## config.mk

```make
export PLATFORM = sky130hd
export DESIGN_NAME = i2c_slave_byte_sequencer_top_flat
export DESIGN_NICKNAME = d
export VERILOG_FILES = /design/src/rtl/i2csbs_pkg.sv /design/src/rtl/i2csbs_in_if.sv /design/src/rtl/i2csbs_out_if.sv /design/src/rtl/i2csbs_reply_mem.sv /design/src/rtl/i2csbs_ctrl.sv /design/src/rtl/i2csbs_top_dummy_placeholder_never.sv /design/src/rtl/i2c_slave_byte_sequencer_top.sv /design/src/flat_wrapper.sv
export SDC_FILE = /design/constraint.sdc
export NUM_CORES = 1
export LEC_CHECK = 0
export BUFFER_PORTS_ARGS = -buffer_cell sky130_fd_sc_hd__buf_2
export CORE_ASPECT_RATIO = 1.1
export CORE_MARGIN = 4
export CORE_UTILIZATION = 24
export DETAILED_ROUTE_END_ITERATION = 12
export GPL_TIMING_DRIVEN = 0
export RECOVER_POWER = 100
export SETUP_SLACK_MARGIN = 0.05
export SLEW_MARGIN = 30
export SYNTH_ARGS = -nofsm -noshare
export SYNTH_HDL_FRONTEND = slang
export SYNTH_SLANG_ARGS = --single-unit
```

## constraint.sdc

```tcl
create_clock -name clk -period 3.8 [get_ports clk]
set_input_delay 0.38 -clock clk [delete_from_list [all_inputs] [get_ports clk]]
set_output_delay 0.38 -clock clk [all_outputs]
set_load 0.02 [all_outputs]
```

## src/rtl/i2csbs_pkg.sv

```systemverilog
`timescale 1ns / 1ps
package i2csbs_pkg;

    localparam int DATA_W  = 8;
    localparam int INDEX_W = 3;
    localparam int CFG_IDX_W = 1;

    typedef enum logic [1:0] {
        KIND_START    = 2'd0,
        KIND_OVERFLOW = 2'd1,
        KIND_TICK     = 2'd2,
        KIND_LOAD     = 2'd3
    } kind_t;

    typedef enum logic [2:0] {
        PH_IDLE          = 3'd0,
        PH_CHECK_ADDRESS = 3'd1,
        PH_SEND_DATA     = 3'd2,
        PH_REQ_REPLY     = 3'd3,
        PH_CHECK_REPLY   = 3'd4,
        PH_REQ_DATA      = 3'd5,
        PH_GET_DATA      = 3'd6
    } phase_t;

    typedef enum logic [2:0] {
        ACT_RELEASE   = 3'd0,
        ACT_SEND_ACK  = 3'd1,
        ACT_SEND_DATA = 3'd2,
        ACT_READ_ACK  = 3'd3,
        ACT_READ_DATA = 3'd4,
        ACT_RECV_ADDR = 3'd5,
        ACT_NONE      = 3'd6
    } act_t;

    localparam logic [CFG_IDX_W-1:0] CFG_OWN_ADDRESS   = 1'd0;
    localparam logic [CFG_IDX_W-1:0] CFG_TIMEOUT_TICKS = 1'd1;

    localparam logic [DATA_W-1:0] OWN_ADDRESS_RESET   = 8'h00;
    localparam logic [DATA_W-1:0] TIMEOUT_TICKS_RESET = 8'h08;
    localparam logic [DATA_W-1:0] ADDR_MASK           = 8'hFE;
    localparam logic [DATA_W-1:0] GENERAL_CALL        = 8'h00;

    typedef struct packed {
        act_t              action;
        logic              send;
        logic              rx_valid;
        logic [DATA_W-1:0] rx_byte;
    } res_t;

endpackage

```

## src/rtl/i2csbs_in_if.sv

```systemverilog
`timescale 1ns / 1ps
interface i2csbs_in_if;
    import i2csbs_pkg::*;

    logic               valid;
    logic               ready;
    logic [1:0]         kind;
    logic [DATA_W-1:0]  shift_byte;
    logic               stop_seen;
    logic [INDEX_W-1:0] reply_index;
    logic [DATA_W-1:0]  reply_value;

    modport source (
        output valid, kind, shift_byte, stop_seen, reply_index, reply_value,
        input  ready
    );
    modport sink (
        input  valid, kind, shift_byte, stop_seen, reply_index, reply_value,
        output ready
    );
endinterface

```

## src/rtl/i2csbs_out_if.sv

```systemverilog
`timescale 1ns / 1ps
interface i2csbs_out_if;
    import i2csbs_pkg::*;

    logic              valid;
    logic              ready;
    logic [2:0]        action;
    logic [DATA_W-1:0] tx_byte;
    logic              rx_valid;
    logic [DATA_W-1:0] rx_byte;

    modport source (
        output valid, action, tx_byte, rx_valid, rx_byte,
        input  ready
    );
    modport sink (
        input  valid, action, tx_byte, rx_valid, rx_byte,
        output ready
    );
endinterface

```

## src/rtl/i2csbs_reply_mem.sv

```systemverilog
`timescale 1ns / 1ps
module i2csbs_reply_mem
    import i2csbs_pkg::*;
#(
    parameter int DEPTH = 6,
    parameter int AW    = 3
)(
    input  logic              clk,
    input  logic              rst_n,
    input  logic              wr_en,
    input  logic [AW-1:0]     wr_addr,
    input  logic [DATA_W-1:0] wr_data,
    input  logic              rd_en,
    input  logic [AW-1:0]     rd_addr,
    output logic [DATA_W-1:0] rd_data
);

    logic [DATA_W-1:0] mem [DEPTH];
    logic [DEPTH-1:0]  written_reg;
    logic [DATA_W-1:0] rd_data_reg;
    logic              rd_ok_reg;

    always_ff @(posedge clk)
    begin
        if (wr_en)
        begin
            mem[wr_addr] <= wr_data;
        end
        if (rd_en)
        begin
            rd_data_reg <= mem[rd_addr];
        end
    end

    // entries never loaded read as zero
    always_ff @(posedge clk or negedge rst_n)
    begin
        if (!rst_n)
        begin
            written_reg <= '0;
            rd_ok_reg   <= 1'b0;
        end
        else
        begin
            if (wr_en)
            begin
                written_reg[wr_addr] <= 1'b1;
            end
            if (rd_en)
            begin
                rd_ok_reg <= written_reg[rd_addr];
            end
        end
    end

    assign rd_data = rd_ok_reg ? rd_data_reg : '0;

endmodule

```

## src/rtl/i2csbs_ctrl.sv

```systemverilog
`timescale 1ns / 1ps
module i2csbs_ctrl
    import i2csbs_pkg::*;
#(
    parameter int DEPTH = 6,
    parameter int AW    = 3
)(
    input  logic                 clk,
    input  logic                 rst_n,
    input  logic                 cfg_we,
    input  logic [CFG_IDX_W-1:0] cfg_index,
    input  logic [DATA_W-1:0]    cfg_data,
    input  logic                 accept,
    input  logic [1:0]           kind,
    input  logic [DATA_W-1:0]    shift_byte,
    input  logic                 stop_seen,
    input  logic [INDEX_W-1:0]   reply_index,
    input  logic [DATA_W-1:0]    reply_value,
    output res_t                 res,
    output logic [AW-1:0]        rd_addr,
    output logic                 wr_en,
    output logic [AW-1:0]        wr_addr,
    output logic [DATA_W-1:0]    wr_data
);

    localparam logic [AW-1:0] LAST_PTR = AW'(DEPTH - 1);

    phase_t            phase_reg, phase_next;
    logic [AW-1:0]     pointer_reg, pointer_next;
    logic              written_reg, written_next;
    logic              running_reg, running_next;
    logic [DATA_W-1:0] ticks_reg, ticks_next;
    logic [DATA_W-1:0] own_address_reg;
    logic [DATA_W-1:0] timeout_reg;
    logic [DATA_W-1:0] tick_inc;
    kind_t             kind_cur;

    assign kind_cur = kind_t'(kind);
    assign tick_inc = ticks_reg + 1'b1;
    assign rd_addr  = pointer_reg;
    assign wr_addr  = AW'(reply_index);
    assign wr_data  = reply_value;
    assign wr_en    = accept && (kind_cur == KIND_LOAD) && (int'(reply_index) < DEPTH);

    always_ff @(posedge clk or negedge rst_n)
    begin
        if (!rst_n)
        begin
            own_address_reg <= OWN_ADDRESS_RESET;
            timeout_reg     <= TIMEOUT_TICKS_RESET;
        end
        else if (cfg_we)
        begin
            case (cfg_index)
                CFG_OWN_ADDRESS:   own_address_reg <= cfg_data;
                CFG_TIMEOUT_TICKS: timeout_reg     <= cfg_data;
                default:           ;
            endcase
        end
    end

    always_ff @(posedge clk or negedge rst_n)
    begin
        if (!rst_n)
        begin
            phase_reg   <= PH_IDLE;
            pointer_reg <= '0;
            written_reg <= 1'b0;
            running_reg <= 1'b0;
            ticks_reg   <= '0;
        end
        else
        begin
            phase_reg   <= phase_next;
            pointer_reg <= pointer_next;
            written_reg <= written_next;
            running_reg <= running_next;
            ticks_reg   <= ticks_next;
        end
    end

    always_comb
    begin
        phase_next   = phase_reg;
        pointer_next = pointer_reg;
        written_next = written_reg;
        running_next = running_reg;
        ticks_next   = ticks_reg;
        res          = '{action: ACT_NONE, send: 1'b0, rx_valid: 1'b0, rx_byte: '0};
        if (accept)
        begin
            case (kind_cur)
                KIND_START:
                begin
                    ticks_next   = '0;
                    running_next = 1'b1;
                    if (stop_seen)
                    begin
                        phase_next = PH_IDLE;
                        res.action = ACT_RELEASE;
                    end
                    else
                    begin
                        phase_next = PH_CHECK_ADDRESS;
                        res.action = ACT_RECV_ADDR;
                    end
                end
                KIND_OVERFLOW:
                begin
                    case (phase_reg)
                        PH_CHECK_ADDRESS:
                        begin
                            if (shift_byte == GENERAL_CALL
                                || (shift_byte & ADDR_MASK) == own_address_reg)
                            begin
                                if (shift_byte[0])
                                begin
                                    phase_next   = PH_SEND_DATA;
                                    pointer_next = '0;
                                end
                                else
                                begin
                                    phase_next   = PH_REQ_DATA;
                                    written_next = 1'b0;
                                end
                                res.action = ACT_SEND_ACK;
                            end
                            else
                            begin
                                phase_next = PH_IDLE;
                                res.action = ACT_RELEASE;
                            end
                        end
                        PH_SEND_DATA, PH_CHECK_REPLY:
                        begin
                            if (phase_reg == PH_CHECK_REPLY && shift_byte != '0)
                            begin
                                phase_next = PH_IDLE;
                                res.action = ACT_RELEASE;
                            end
                            else
                            begin
                                // send current entry, advance around the ring
                                res.action   = ACT_SEND_DATA;
                                res.send     = 1'b1;
                                phase_next   = PH_REQ_REPLY;
                                pointer_next = (pointer_reg == LAST_PTR) ? '0
                                                                         : pointer_reg + 1'b1;
                            end
                        end
                        PH_REQ_REPLY:
                        begin
                            phase_next = PH_CHECK_REPLY;
                            res.action = ACT_READ_ACK;
                        end
                        PH_REQ_DATA:
                        begin
                            if (written_reg)
                            begin
                                phase_next = PH_IDLE;
                                res.action = ACT_RELEASE;
                            end
                            else
                            begin
                                phase_next = PH_GET_DATA;
                                res.action = ACT_READ_DATA;
                            end
                        end
                        PH_GET_DATA:
                        begin
                            written_next = 1'b1;
                            res.rx_valid = 1'b1;
                            res.rx_byte  = shift_byte;
                            phase_next   = PH_REQ_DATA;
                            res.action   = ACT_SEND_ACK;
                        end
                        default:
                        begin
                            res.action = ACT_NONE;
                        end
                    endcase
                end
                KIND_TICK:
                begin
                    if (running_reg)
                    begin
                        if (tick_inc == timeout_reg)
                        begin
                            running_next = 1'b0;
                            ticks_next   = '0;
                            phase_next   = PH_IDLE;
                            res.action   = ACT_RELEASE;
                        end
                        else
                        begin
                            ticks_next = tick_inc;
                        end
                    end
                end
                default:
                begin
                    res.action = ACT_NONE;
                end
            endcase
        end
    end

endmodule

```

## src/rtl/i2csbs_top_dummy_placeholder_never.sv

```systemverilog
`timescale 1ns / 1ps
module i2csbs_result_reg
    import i2csbs_pkg::*;
(
    input  logic              clk,
    input  logic              rst_n,
    input  logic              load,
    input  logic              take,
    input  res_t              res,
    input  logic [DATA_W-1:0] mem_data,
    output logic              valid,
    output logic [2:0]        action,
    output logic [DATA_W-1:0] tx_byte,
    output logic              rx_valid,
    output logic [DATA_W-1:0] rx_byte
);

    logic valid_reg;
    res_t res_reg;

    always_ff @(posedge clk or negedge rst_n)
    begin
        if (!rst_n)
        begin
            valid_reg <= 1'b0;
        end
        else if (load)
        begin
            valid_reg <= 1'b1;
        end
        else if (take)
        begin
            valid_reg <= 1'b0;
        end
    end

    always_ff @(posedge clk)
    begin
        if (load)
        begin
            res_reg <= res;
        end
    end

    assign valid    = valid_reg;
    assign action   = res_reg.action;
    assign tx_byte  = res_reg.send ? mem_data : '0;
    assign rx_valid = res_reg.rx_valid;
    assign rx_byte  = res_reg.rx_byte;

endmodule

```

## src/rtl/i2c_slave_byte_sequencer_top.sv

```systemverilog
`timescale 1ns / 1ps
// Byte-level I2C slave sequencer. One event is taken every clock cycle unless
// the sink stalls, and its result appears in the output register in the cycle
// after; the output register holds while the sink stalls, and a new event is
// taken in the same cycle the held result is taken. The transmit byte comes
// from the reply memory's synchronous read port, read for every event at the
// current reply pointer. Never-loaded reply entries read as zero through
// per-entry written flags cleared by reset, so there is no clearing pass after
// reset. Configuration registers are to be written through cfg_we/cfg_index/
// cfg_data only while the block is idle; the block itself does not enforce it.
module i2c_slave_byte_sequencer_top
    import i2csbs_pkg::*;
#(
    parameter int REPLY_LENGTH = 6
)(
    input  logic                 clk,
    input  logic                 rst_n,
    i2csbs_in_if.sink            in_ch,
    i2csbs_out_if.source         out_ch,
    input  logic                 cfg_we,
    input  logic [CFG_IDX_W-1:0] cfg_index,
    input  logic [DATA_W-1:0]    cfg_data
);

    localparam int AW = (REPLY_LENGTH > 1) ? $clog2(REPLY_LENGTH) : 1;

    logic              accept;
    logic              out_valid;
    res_t              res;
    logic [AW-1:0]     rd_addr;
    logic              wr_en;
    logic [AW-1:0]     wr_addr;
    logic [DATA_W-1:0] wr_data;
    logic [DATA_W-1:0] mem_data;

    assign in_ch.ready = !out_valid || out_ch.ready;
    assign accept      = in_ch.valid && in_ch.ready;

    i2csbs_ctrl #(
        .DEPTH (REPLY_LENGTH),
        .AW    (AW)
    ) u_ctrl (
        .clk         (clk),
        .rst_n       (rst_n),
        .cfg_we      (cfg_we),
        .cfg_index   (cfg_index),
        .cfg_data    (cfg_data),
        .accept      (accept),
        .kind        (in_ch.kind),
        .shift_byte  (in_ch.shift_byte),
        .stop_seen   (in_ch.stop_seen),
        .reply_index (in_ch.reply_index),
        .reply_value (in_ch.reply_value),
        .res         (res),
        .rd_addr     (rd_addr),
        .wr_en       (wr_en),
        .wr_addr     (wr_addr),
        .wr_data     (wr_data)
    );

    i2csbs_reply_mem #(
        .DEPTH (REPLY_LENGTH),
        .AW    (AW)
    ) u_reply_mem (
        .clk     (clk),
        .rst_n   (rst_n),
        .wr_en   (wr_en),
        .wr_addr (wr_addr),
        .wr_data (wr_data),
        .rd_en   (accept),
        .rd_addr (rd_addr),
        .rd_data (mem_data)
    );

    i2csbs_result_reg u_result_reg (
        .clk      (clk),
        .rst_n    (rst_n),
        .load     (accept),
        .take     (out_ch.ready),
        .res      (res),
        .mem_data (mem_data),
        .valid    (out_valid),
        .action   (out_ch.action),
        .tx_byte  (out_ch.tx_byte),
        .rx_valid (out_ch.rx_valid),
        .rx_byte  (out_ch.rx_byte)
    );

    assign out_ch.valid = out_valid;

endmodule

```

## src/flat_wrapper.sv

```systemverilog
// flat-port wrapper written by rule: the top's interface ports become plain ports
module i2c_slave_byte_sequencer_top_flat import i2csbs_pkg::*;
#(
    parameter int REPLY_LENGTH = 6
)
  (clk, rst_n, cfg_we, cfg_index, cfg_data, in_ch_valid, in_ch_kind, in_ch_shift_byte, in_ch_stop_seen, in_ch_reply_index, in_ch_reply_value, in_ch_ready, out_ch_valid, out_ch_action, out_ch_tx_byte, out_ch_rx_valid, out_ch_rx_byte, out_ch_ready);
  i2csbs_in_if in_ch_i ();
  i2csbs_out_if out_ch_i ();
  input  logic clk;
  input  logic rst_n;
  input  logic cfg_we;
  input  logic [CFG_IDX_W-1:0] cfg_index;
  input  logic [DATA_W-1:0] cfg_data;
  input wire logic [$bits(in_ch_i.valid)-1:0] in_ch_valid;
  input wire logic [$bits(in_ch_i.kind)-1:0] in_ch_kind;
  input wire logic [$bits(in_ch_i.shift_byte)-1:0] in_ch_shift_byte;
  input wire logic [$bits(in_ch_i.stop_seen)-1:0] in_ch_stop_seen;
  input wire logic [$bits(in_ch_i.reply_index)-1:0] in_ch_reply_index;
  input wire logic [$bits(in_ch_i.reply_value)-1:0] in_ch_reply_value;
  output wire logic [$bits(in_ch_i.ready)-1:0] in_ch_ready;
  output wire logic [$bits(out_ch_i.valid)-1:0] out_ch_valid;
  output wire logic [$bits(out_ch_i.action)-1:0] out_ch_action;
  output wire logic [$bits(out_ch_i.tx_byte)-1:0] out_ch_tx_byte;
  output wire logic [$bits(out_ch_i.rx_valid)-1:0] out_ch_rx_valid;
  output wire logic [$bits(out_ch_i.rx_byte)-1:0] out_ch_rx_byte;
  input wire logic [$bits(out_ch_i.ready)-1:0] out_ch_ready;
  assign in_ch_i.valid = in_ch_valid;
  assign in_ch_i.kind = in_ch_kind;
  assign in_ch_i.shift_byte = in_ch_shift_byte;
  assign in_ch_i.stop_seen = in_ch_stop_seen;
  assign in_ch_i.reply_index = in_ch_reply_index;
  assign in_ch_i.reply_value = in_ch_reply_value;
  assign in_ch_ready = in_ch_i.ready;
  assign out_ch_valid = out_ch_i.valid;
  assign out_ch_action = out_ch_i.action;
  assign out_ch_tx_byte = out_ch_i.tx_byte;
  assign out_ch_rx_valid = out_ch_i.rx_valid;
  assign out_ch_rx_byte = out_ch_i.rx_byte;
  assign out_ch_i.ready = out_ch_ready;
  i2c_slave_byte_sequencer_top #(.REPLY_LENGTH(REPLY_LENGTH)) u_core (.clk(clk), .rst_n(rst_n), .in_ch(in_ch_i), .out_ch(out_ch_i), .cfg_we(cfg_we), .cfg_index(cfg_index), .cfg_data(cfg_data));
endmodule
```

-- Word level (Yosys, flattened, before mapping)
Memories as Yosys holds them, arrays and structs flattened. A register that Yosys moved wholly into a read port is not among the register bits.
Index checks and enable logic that the tools add are counted.
- add/subtract/negate cells: 2
- order comparisons: 4
- equal/unequal tests: 19
- muxes and demuxes: 43
- bitwise logic cells: 2
- reductions and logical operators: 26
- operators by type and width (kind ; count):
    3-bit two-way mux ; 13
    8-bit two-way mux ; 4
    3-bit one-hot mux with 5 select lines ; 2
    3-bit one-hot mux with 3 select lines ; 2
    8-bit == test ; 2
    8-bit one-hot mux with 2 select lines ; 1
    1-bit two-way mux ; 13
    3-bit == test (second input constant) ; 4
    2-bit != test (second input constant) ; 6
    2-bit AND reduction ; 5
    5-bit AND reduction ; 2
    9-bit two-way mux ; 1
    8-bit by 1-bit adder with 8-bit output (second input constant) ; 1
    8-bit logical NOT ; 1
    3-bit by 4-bit less-than comparator with 1-bit output (second input constant) ; 2
    2-bit nonzero test ; 4
    8-bit nonzero test ; 1
    3-bit by 2-bit == test with 1-bit output (second input constant) ; 2
    6-bit by 1-bit != test with 1-bit output (second input constant) ; 1
    6-bit OR ; 1
    3-bit one-hot mux with 2 select lines ; 1
    6-bit AND reduction ; 1
    1-bit logical AND ; 5
    2-bit == test (second input constant) ; 2
    16 further kinds ; 19
- register bits after elaboration: 53
- bits in writable memories: 48
- input port bits: 36
- output and inout port bits: 22
- word-level logic and storage cells: 111
- memories kept: 1
- memory list (name ; depth ; bits a word ; read ports ; clocked after Yosys merged registers in ; wr ports ; RTL line ; RTL):
    u_core.u_reply_mem.mem ; 6 ; 8 ; 1 ; 1 ; 1 ; i2csbs_reply_mem.sv:18 ; logic [DATA_W-1:0] mem [DEPTH];

-- Depth between registers and ports, before layout
Gate-level depths: netlist (run 1).
- word-level depth: 7
- depth in mapped cells: 8
- gate-level depth less buffers: 8

-- By module
Synthesis (run 1) repeated with hierarchy kept, for this count alone.
- cell total of the unflattened synthesis: 414
- area, all modules: 5255.0 sq um
- by module, submodules not included (module ; times used ; cells each ; area each (sq um) ; sequential area each (sq um)):
    i2csbs_reply_mem ; 1 ; 129 ; 2457.4 ; 1856.8
    i2csbs_ctrl ; 1 ; 248 ; 2215.9 ; 802.0
    i2csbs_result_reg ; 1 ; 35 ; 559.3 ; 415.4
    i2c_slave_byte_sequencer_top ; 1 ; 2 ; 22.5 ; 0.0

-- Worst setup path before layout (run 1)
No wires, ideal clock.
- path type: register to register
- from: reg u_core.u_ctrl.ticks_reg[0]
- to: reg u_core.u_ctrl.phase_reg[0]
- library setup time: 0.128 ns
- data arrival time: 2.237 ns
- required time: 3.672 ns
- setup slack: 1.436 ns
- stages on the path, launching flop included: 9
- path buffers: 0
- clock period less this slack: 2.364 ns
- cell sequence: dfrtp_1 ha_1 nand3_1 nand3b_1 nand4_1 nor4_4 a31oi_4 nor3b_4 mux2_1
- cells in the longest elaborated chain, start to end: 4
- ends and longest elaborated chain (what ; RTL line ; RTL):
    from (decl) ; i2csbs_ctrl.sv:32 ; logic [DATA_W-1:0] ticks_reg, ticks_next;
    from (signal assigned) ; i2csbs_ctrl.sv:78 ; ticks_reg <= ticks_next;
    8-bit by 1-bit adder with 8-bit output ; i2csbs_ctrl.sv:39 ; assign tick_inc = ticks_reg + 1'b1;
    8-bit == test ; i2csbs_ctrl.sv:187 ; if (tick_inc == timeout_reg)
    2-bit != test (no line) ; n/a ;
    5-bit AND reduction (no line) ; n/a ;
    to (signal assigned) ; i2csbs_ctrl.sv:74 ; phase_reg <= phase_next;
    to (decl) ; i2csbs_ctrl.sv:28 ; phase_t phase_reg, phase_next;
No other way between the ends.
A chain may end at the register's enable or synchronous reset.

-- Worst setup path in the final report (run 1)
- from: reg u_core.u_ctrl.ticks_reg[0]
- to: reg u_core.u_ctrl.ticks_reg[7]
- cells in the longest elaborated chain, start to end: 5
- ends and longest elaborated chain (what ; RTL line ; RTL):
    8-bit by 1-bit adder with 8-bit output (*) ; i2csbs_ctrl.sv:39 ;
    8-bit == test ; i2csbs_ctrl.sv:187 ;
    8-bit two-way mux (*) ; i2csbs_ctrl.sv:187 ;
    8-bit two-way mux (*) ; i2csbs_ctrl.sv:185 ; if (running_reg)
    8-bit one-hot mux with 2 select lines (*) ; i2csbs_ctrl.sv:92 ; case (kind_cur)
Mark *: on every way between the ends. The rest lies on a longest branch, timed or not. The select of a mux whose other input is x is not followed.

==> run_results.csv, run 1 <==
group,metric,value,unit
outcome,status,"finished, violations left",
outcome,violations,"max-capacitance violations, max-slew violations",
worst_setup_path,cp_slowest_cell,"dfrtp_1",
clock_tree,clk_pin_slew,0.07,ns
synthesis,synthCells,392,
sta,slew_violations,41,
global_routing,grt_max_degree,41,
worst_setup_path,cp.required,4.03,ns
synthesis,yosysTopAreaCell,"edfxtp_1",
worst_setup_path,worstSetupEndpoint,"u_core.u_ctrl.ticks_reg[7]",
cells_and_area,drive_above_1_share,21.03,%
cells_and_area,antenna_cells,0,
floorplan,initial_core_util,24.67,%
worst_setup_path,path_buf_inv,0,
clock_tree,clk_latency,0.34,ns
global_routing,grt_pass1_vias,3456,
floorplan,fp.dieW,147.3,um
sta,min_period,2.986,ns
worst_setup_path,r2r-end,"u_core.u_ctrl.ticks_reg[7]",
clock_tree,cts_resized,0,
worst_setup_path,cp.depth,8,
clock_tree,ctsLongestPathBuffers,2,
clock_tree,cts_buffers,9,
synthesis,syn_avg_cell_area,13.08,sq um
synthesis,synth_fp_nets,434,
synthesis,synth_cell_types,55,
synthesis,synth_edf_count,69,
worst_setup_path,r2r_setup_slack,0.81,ns
synthesis,netlist.area_leader.share,40.42,%
detailed_routing,routed_wl,10.81,mm
detailed_routing,via_per_inst,4.316,
worst_setup_path,rr_worst_depth,8,
placement,port-buffer-count,57,
worst_setup_path,arrival,3.22,ns
run,cap_viol_max_count,1,
synthesis,ys.flop_type,"edfxtp_1",
sta,max_slew.worst_pin.slew,2.156,ns
sta,rsz0062_at_grt,"false",
synthesis,yosys_warnings,0,
clock_tree,cts_setup_buffers,0,
worst_setup_path,crit_path_end_kind,"register",
clock_tree,cts-root-buf,"clkbuf_16",
global_routing,grt_pass1_wl,17.75,mm
min_path,hold_path_depth,2,
synthesis,ys_ff_latch,109,
floorplan,io_pins,58,
global_routing,grt_usage,9.380,%
power,totalPowerFinal,2913,uW
sta,hold_violations,0,
floorplan,die_height,161.3,um
cells_and_area,stdcell_area,0.006038,sq mm
global_routing,antenna_found_initial,2,
placement,placed_area,0.005781,sq mm
placement,gp_congestion,0.8720,
detailed_routing,ant_nets,0,
clock_tree,cts_num_sinks,109,
cells_and_area,top_register,"u_core.u_reply_mem.mem",
sta,min_period_over_period,78.58,%
synthesis,syn_area,0.005126,sq mm
sta,timing.fmax,0.3349,GHz
cells_and_area,fillCellCount,2153,
worst_setup_path,path_class,"reg2reg",
cells_and_area,utilization,29.05,%
worst_setup_path,cp_top_family,"compound AO/OA/AOI/OAI gates",
sta,finalSetupViolCount,0,
clock_tree,tritoncts,"built",
worst_setup_path,path_cells,"ha_1, and4_1, nand2_1, xor2_1, a22o_4, a21oi_1, nand3_1, o311ai_1",
worst_setup_path,critPathMaxFanout,8,
floorplan,dieArea,0.02376,sq mm
cells_and_area,syn_to_final_growth,17.79,%
sta,skew,0.006849,ns
synthesis,synth_area_leaders,"edfxtp_1 (40%), dfrtp_1 (19%), mux4_2 (4.0%)",
floorplan,placeableCoreArea,0.02078,sq mm
sta,fin_setup_tns,0,ns
cells_and_area,final_cell_mix,"edfxtp_1 (69), clkbuf_1 (41), dfrtp_1 (39)",
floorplan,num_rows,55,
min_path,hold_class,"in2reg",
detailed_routing,vias,3241,
worst_setup_path,max_stage_delay,0.48,ns
worst_setup_path,r2r_start,"u_core.u_ctrl.ticks_reg[0]",
power,power.density,482.4,mW/mm^2
sta,slew_headroom,-43.72,%
power,peakVddDrop,0.1851,mV
cells_and_area,fin_nets,503,
placement,hpwl,7.877,mm
detailed_routing,firstDrtPassIters,4,
global_routing,grt-ovfl-total,0,
worst_setup_path,cp-startpoint,"u_core.u_ctrl.ticks_reg[0]",
synthesis,synth.yosys.seq_area_share,59.97,%
clock_tree,cts_hold_buf,0,
sta,worst_hold_slack,0.2427,ns
clock_tree,htree_levels,3,
worst_setup_path,startpoint_type,"register",
power,p_leak,0.002185,uW
cells_and_area,largest_reg_flops,48,
detailed_routing,drtIter0Drc,192,
cells_and_area,final_common_cell,"edfxtp_1",
detailed_routing,routedWlPerCell,14.39,um
detailed_routing,route.detailed.drc,0,
synthesis,async_flop_share,36.70,%
## Yosys cell counts (8+ instances only)
master / n
dfrtp_1: 39
buf_4: 11
mux2_2: 17
inv_1: 11
nand3_1: 9
and2_1: 11
o21ai_0: 17
and3_1: 10
mux2i_1: 12
mux4_2: 9
edfxtp_1: 69
a21oi_1: 18
clkbuf_1: 8
nand2_1: 28
nor2_1: 24
xnor2_1: 13
## where the power goes
| part | switching (uW) | internal (uW) |
|---|---|---|
| clock network | 465 | 537 |
| registers | 73.1 | 1350 |
| logic | 253 | 231 |
## metrics by stage
step / worst slack [ns] / cells
floorplan: 1.436 / 392
global placement: 1.018 / 734
detailed placement: 1.014 / 735
CTS: 1.023 / 751
global route: 0.4900 / 751
finish: 0.8138 / 751
## final cells by class
cell class	count	area, sq um	share of cell area [%]
flip-flops and latches	109	3074	50.91
multi-input cells	248	1836	30.40
well taps	285	356.6	5.906
repair buffers	58	250.2	4.144
clock buffers	9	225.2	3.730
plain buffers	24	153.9	2.549
clock inverters	7	101.3	1.678
inverters	11	41.29	0.6838
## cell families after synthesis
family	Yosys count	share of synthesized area, %
simple gates	124	13.47
flops	109	59.97
compound gates	58	7.372
mux	40	10.47
buf+inv	35	3.832
xor+xnor	20	3.417
fa+ha+maj	6	1.464
## worst min path at each step
| stage | start | end | slack [ns] |
|---|---|---|---|
| finish | in_ch_valid | u_core.u_result_reg.valid | 0.24 |
| global route | in_ch_valid | u_core.u_result_reg.valid | 0.26 |
| CTS | rst_n | u_core.u_ctrl.timeout_reg[5] | 0.18 |
| detailed placement | u_core.u_reply_mem.written_reg[0] | u_core.u_reply_mem.written_reg[0] | 0.45 |
| global placement | u_core.u_reply_mem.written_reg[5] | u_core.u_reply_mem.written_reg[5] | 0.45 |
| floorplan | rst_n | u_core.u_ctrl.own_address_reg[0] | 0.08 |
## per-layer routing
layer / global-route usage (%) / wire (um) / vias up
li1: - / - / 1572
met1: 11.04 / 4676 / 1586
met3: 2.245 / 397 / 21
met4: 3.814 / 208 / 4
met5: 0 / 26 / -
met2: 16.45 / 5496 / 58
Power figures use the tool's default switching activity.
==> inputs of run 2 (changes only) <==
==> constraint.sdc (replaced) <==
create_clock -name clk -period 2.9 [get_ports clk]
set_input_delay 0.29 -clock clk [delete_from_list [all_inputs] [get_ports clk]]
set_output_delay 0.29 -clock clk [all_outputs]
set_load 0.02 [all_outputs]
==> run 2 against run 1 <==
The run now ends clean; cell area grew 0.62%; cell count up 0.27%; count of clock-buffer cells in the layout is the same; critical endpoint unchanged; highest routed layer unchanged.
==> run_results.csv, run 2 (same netlist as run 1, synthesis figures left out) <==
group,metric,value,unit
outcome,status,"finished clean",
clock_tree,cts_num_sinks,109,
floorplan,fp.dieW,147.3,um
sta,slew_violations,0,
floorplan,num_rows,55,
floorplan,io_pins,58,
clock_tree,tritoncts,"built",
worst_setup_path,critPathMaxFanout,8,
sta,skew,0.007715,ns
worst_setup_path,path_cells,"ha_2, and4_1, nand2_1, xor2_1, a22o_4, a21oi_2, nand3_2, o311ai_1",
detailed_routing,firstDrtPassIters,4,
min_path,hold_class,"in2reg",
cells_and_area,syn_to_final_growth,18.53,%
detailed_routing,vias,3271,
global_routing,antenna_found_initial,2,
worst_setup_path,max_stage_delay,0.48,ns
worst_setup_path,cp_slowest_cell,"dfrtp_1",
clock_tree,clk_pin_slew,0.07,ns
floorplan,die_height,161.3,um
sta,slew_headroom,33.05,%
clock_tree,ctsLongestPathBuffers,2,
global_routing,grt_usage,9.380,%
worst_setup_path,path_class,"reg2reg",
power,peakVddDrop,0.2426,mV
detailed_routing,via_per_inst,4.344,
worst_setup_path,crit_path_end_kind,"register",
sta,min_period,2.661,ns
detailed_routing,route.detailed.drc,0,
floorplan,dieArea,0.02376,sq mm
sta,rsz0062_at_grt,"true",
sta,max_slew.worst_pin.slew,1.004,ns
cells_and_area,drive_above_1_share,22.44,%
global_routing,grt_pass1_vias,3456,
worst_setup_path,startpoint_type,"register",
global_routing,grt-ovfl-total,0,
floorplan,placeableCoreArea,0.02078,sq mm
clock_tree,htree_levels,3,
global_routing,grt_max_degree,41,
cells_and_area,stdcell_area,0.006076,sq mm
sta,fin_setup_tns,0,ns
clock_tree,cts-root-buf,"clkbuf_16",
sta,min_period_over_period,91.77,%
power,p_leak,0.002196,uW
cells_and_area,fillCellCount,2148,
placement,gp_congestion,0.8720,
cells_and_area,largest_reg_flops,48,
detailed_routing,drtIter0Drc,206,
placement,port-buffer-count,57,
detailed_routing,routedWlPerCell,14.41,um
cells_and_area,utilization,29.24,%
cells_and_area,top_register,"u_core.u_reply_mem.mem",
clock_tree,clk_latency,0.35,ns
run,cap_viol_max_count,0,
detailed_routing,routed_wl,10.85,mm
sta,timing.fmax,0.3757,GHz
sta,hold_violations,0,
sta,finalSetupViolCount,0,
power,power.density,629.8,mW/mm^2
placement,hpwl,7.877,mm
clock_tree,cts_buffers,9,
cells_and_area,final_cell_mix,"edfxtp_1 (69), clkbuf_1 (40), dfrtp_1 (39)",
placement,placed_area,0.005781,sq mm
global_routing,grt_pass1_wl,17.75,mm
worst_setup_path,cp.required,3.13,ns
worst_setup_path,arrival,2.89,ns
cells_and_area,antenna_cells,0,
floorplan,initial_core_util,24.67,%
cells_and_area,fin_nets,505,
detailed_routing,ant_nets,0,
cells_and_area,final_common_cell,"edfxtp_1",
==> run 2: path summary, 6_finish.rpt <==
check	from	end	slack [ns]	cells past startpoint
worst max-delay path	u_core.u_ctrl.ticks_reg[0]	u_core.u_ctrl.ticks_reg[7]	0.24	8
worst min-delay path	in_ch_valid	u_core.u_result_reg.valid	0.15	2
worst max register to register	u_core.u_ctrl.ticks_reg[0]	u_core.u_ctrl.ticks_reg[7]	0.24	8
worst min register to register	u_core.u_reply_mem.written_reg[0]	u_core.u_reply_mem.written_reg[0]	0.47	1
max in group asynchronous	rst_n	u_core.u_ctrl.written_reg	1.63	2
min in group asynchronous	rst_n	u_core.u_ctrl.timeout_reg[5]	0.64	2
==> run 2: stage by stage <==
step	hold slack, ns	std cells	setup WS [ns]	total power (uW)
2_1_floorplan	-0.005591	392	0.5356	2367
3_3_place_gp	0.4465	734	0.1321	2536
3_5_place_dp	0.4476	735	0.1311	2559
4_1_cts	0.09269	751	0.1231	3877
5_1_grt	0.1728	753	0.01398	4016
6_report	0.1525	753	0.2386	3826
==> run 2: final cells by class <==
cell class	count	area [sq um]	share of cell area, %
sequential	109	3074	50.60
tap	285	356.6	5.869
clock inverter	7	101.3	1.668
timing repair buffer	60	269.0	4.428
inverter	11	41.29	0.6796
buffer	24	153.9	2.533
clock buffer	9	225.2	3.707
multi-input combinational	248	1854	30.52
==> run 2: repair_timing <==
action                     4_1_cts  5_1_grt
setup endpoints to repair        0       12
hold endpoints to repair         0       39
resized for setup                0        2
hold buffers                     0        1
setup buffers                    0        1
==> run 2: routing by layer <==
layer / GRT usage (%) / vias up / part of all wire, %
met5: 0 / - / 0.24
met4: 3.814 / 4 / 1.9
met3: 2.245 / 19 / 4.4
met2: 16.45 / 77 / 51
met1: 11.04 / 1592 / 43
li1: - / 1579 / -
==> run 2: power by group <==
part / total (uW) / internal [uW] / switching [uW]
clock: 1310 / 703 / 611
sequential: 1870 / 1770 / 96.4
combinational: 641 / 307 / 335
==> run 2: worst max-delay path, delay by kind of cell (launching register included) <==
family / cells / cell delay (ns)
xor gates and xnor gates: 1 / 0.18
and+or+nand+nor: 3 / 0.57
AOI/OAI and AO/OA: 3 / 1.00
DFF: 1 / 0.48
adders and majority gates: 1 / 0.31
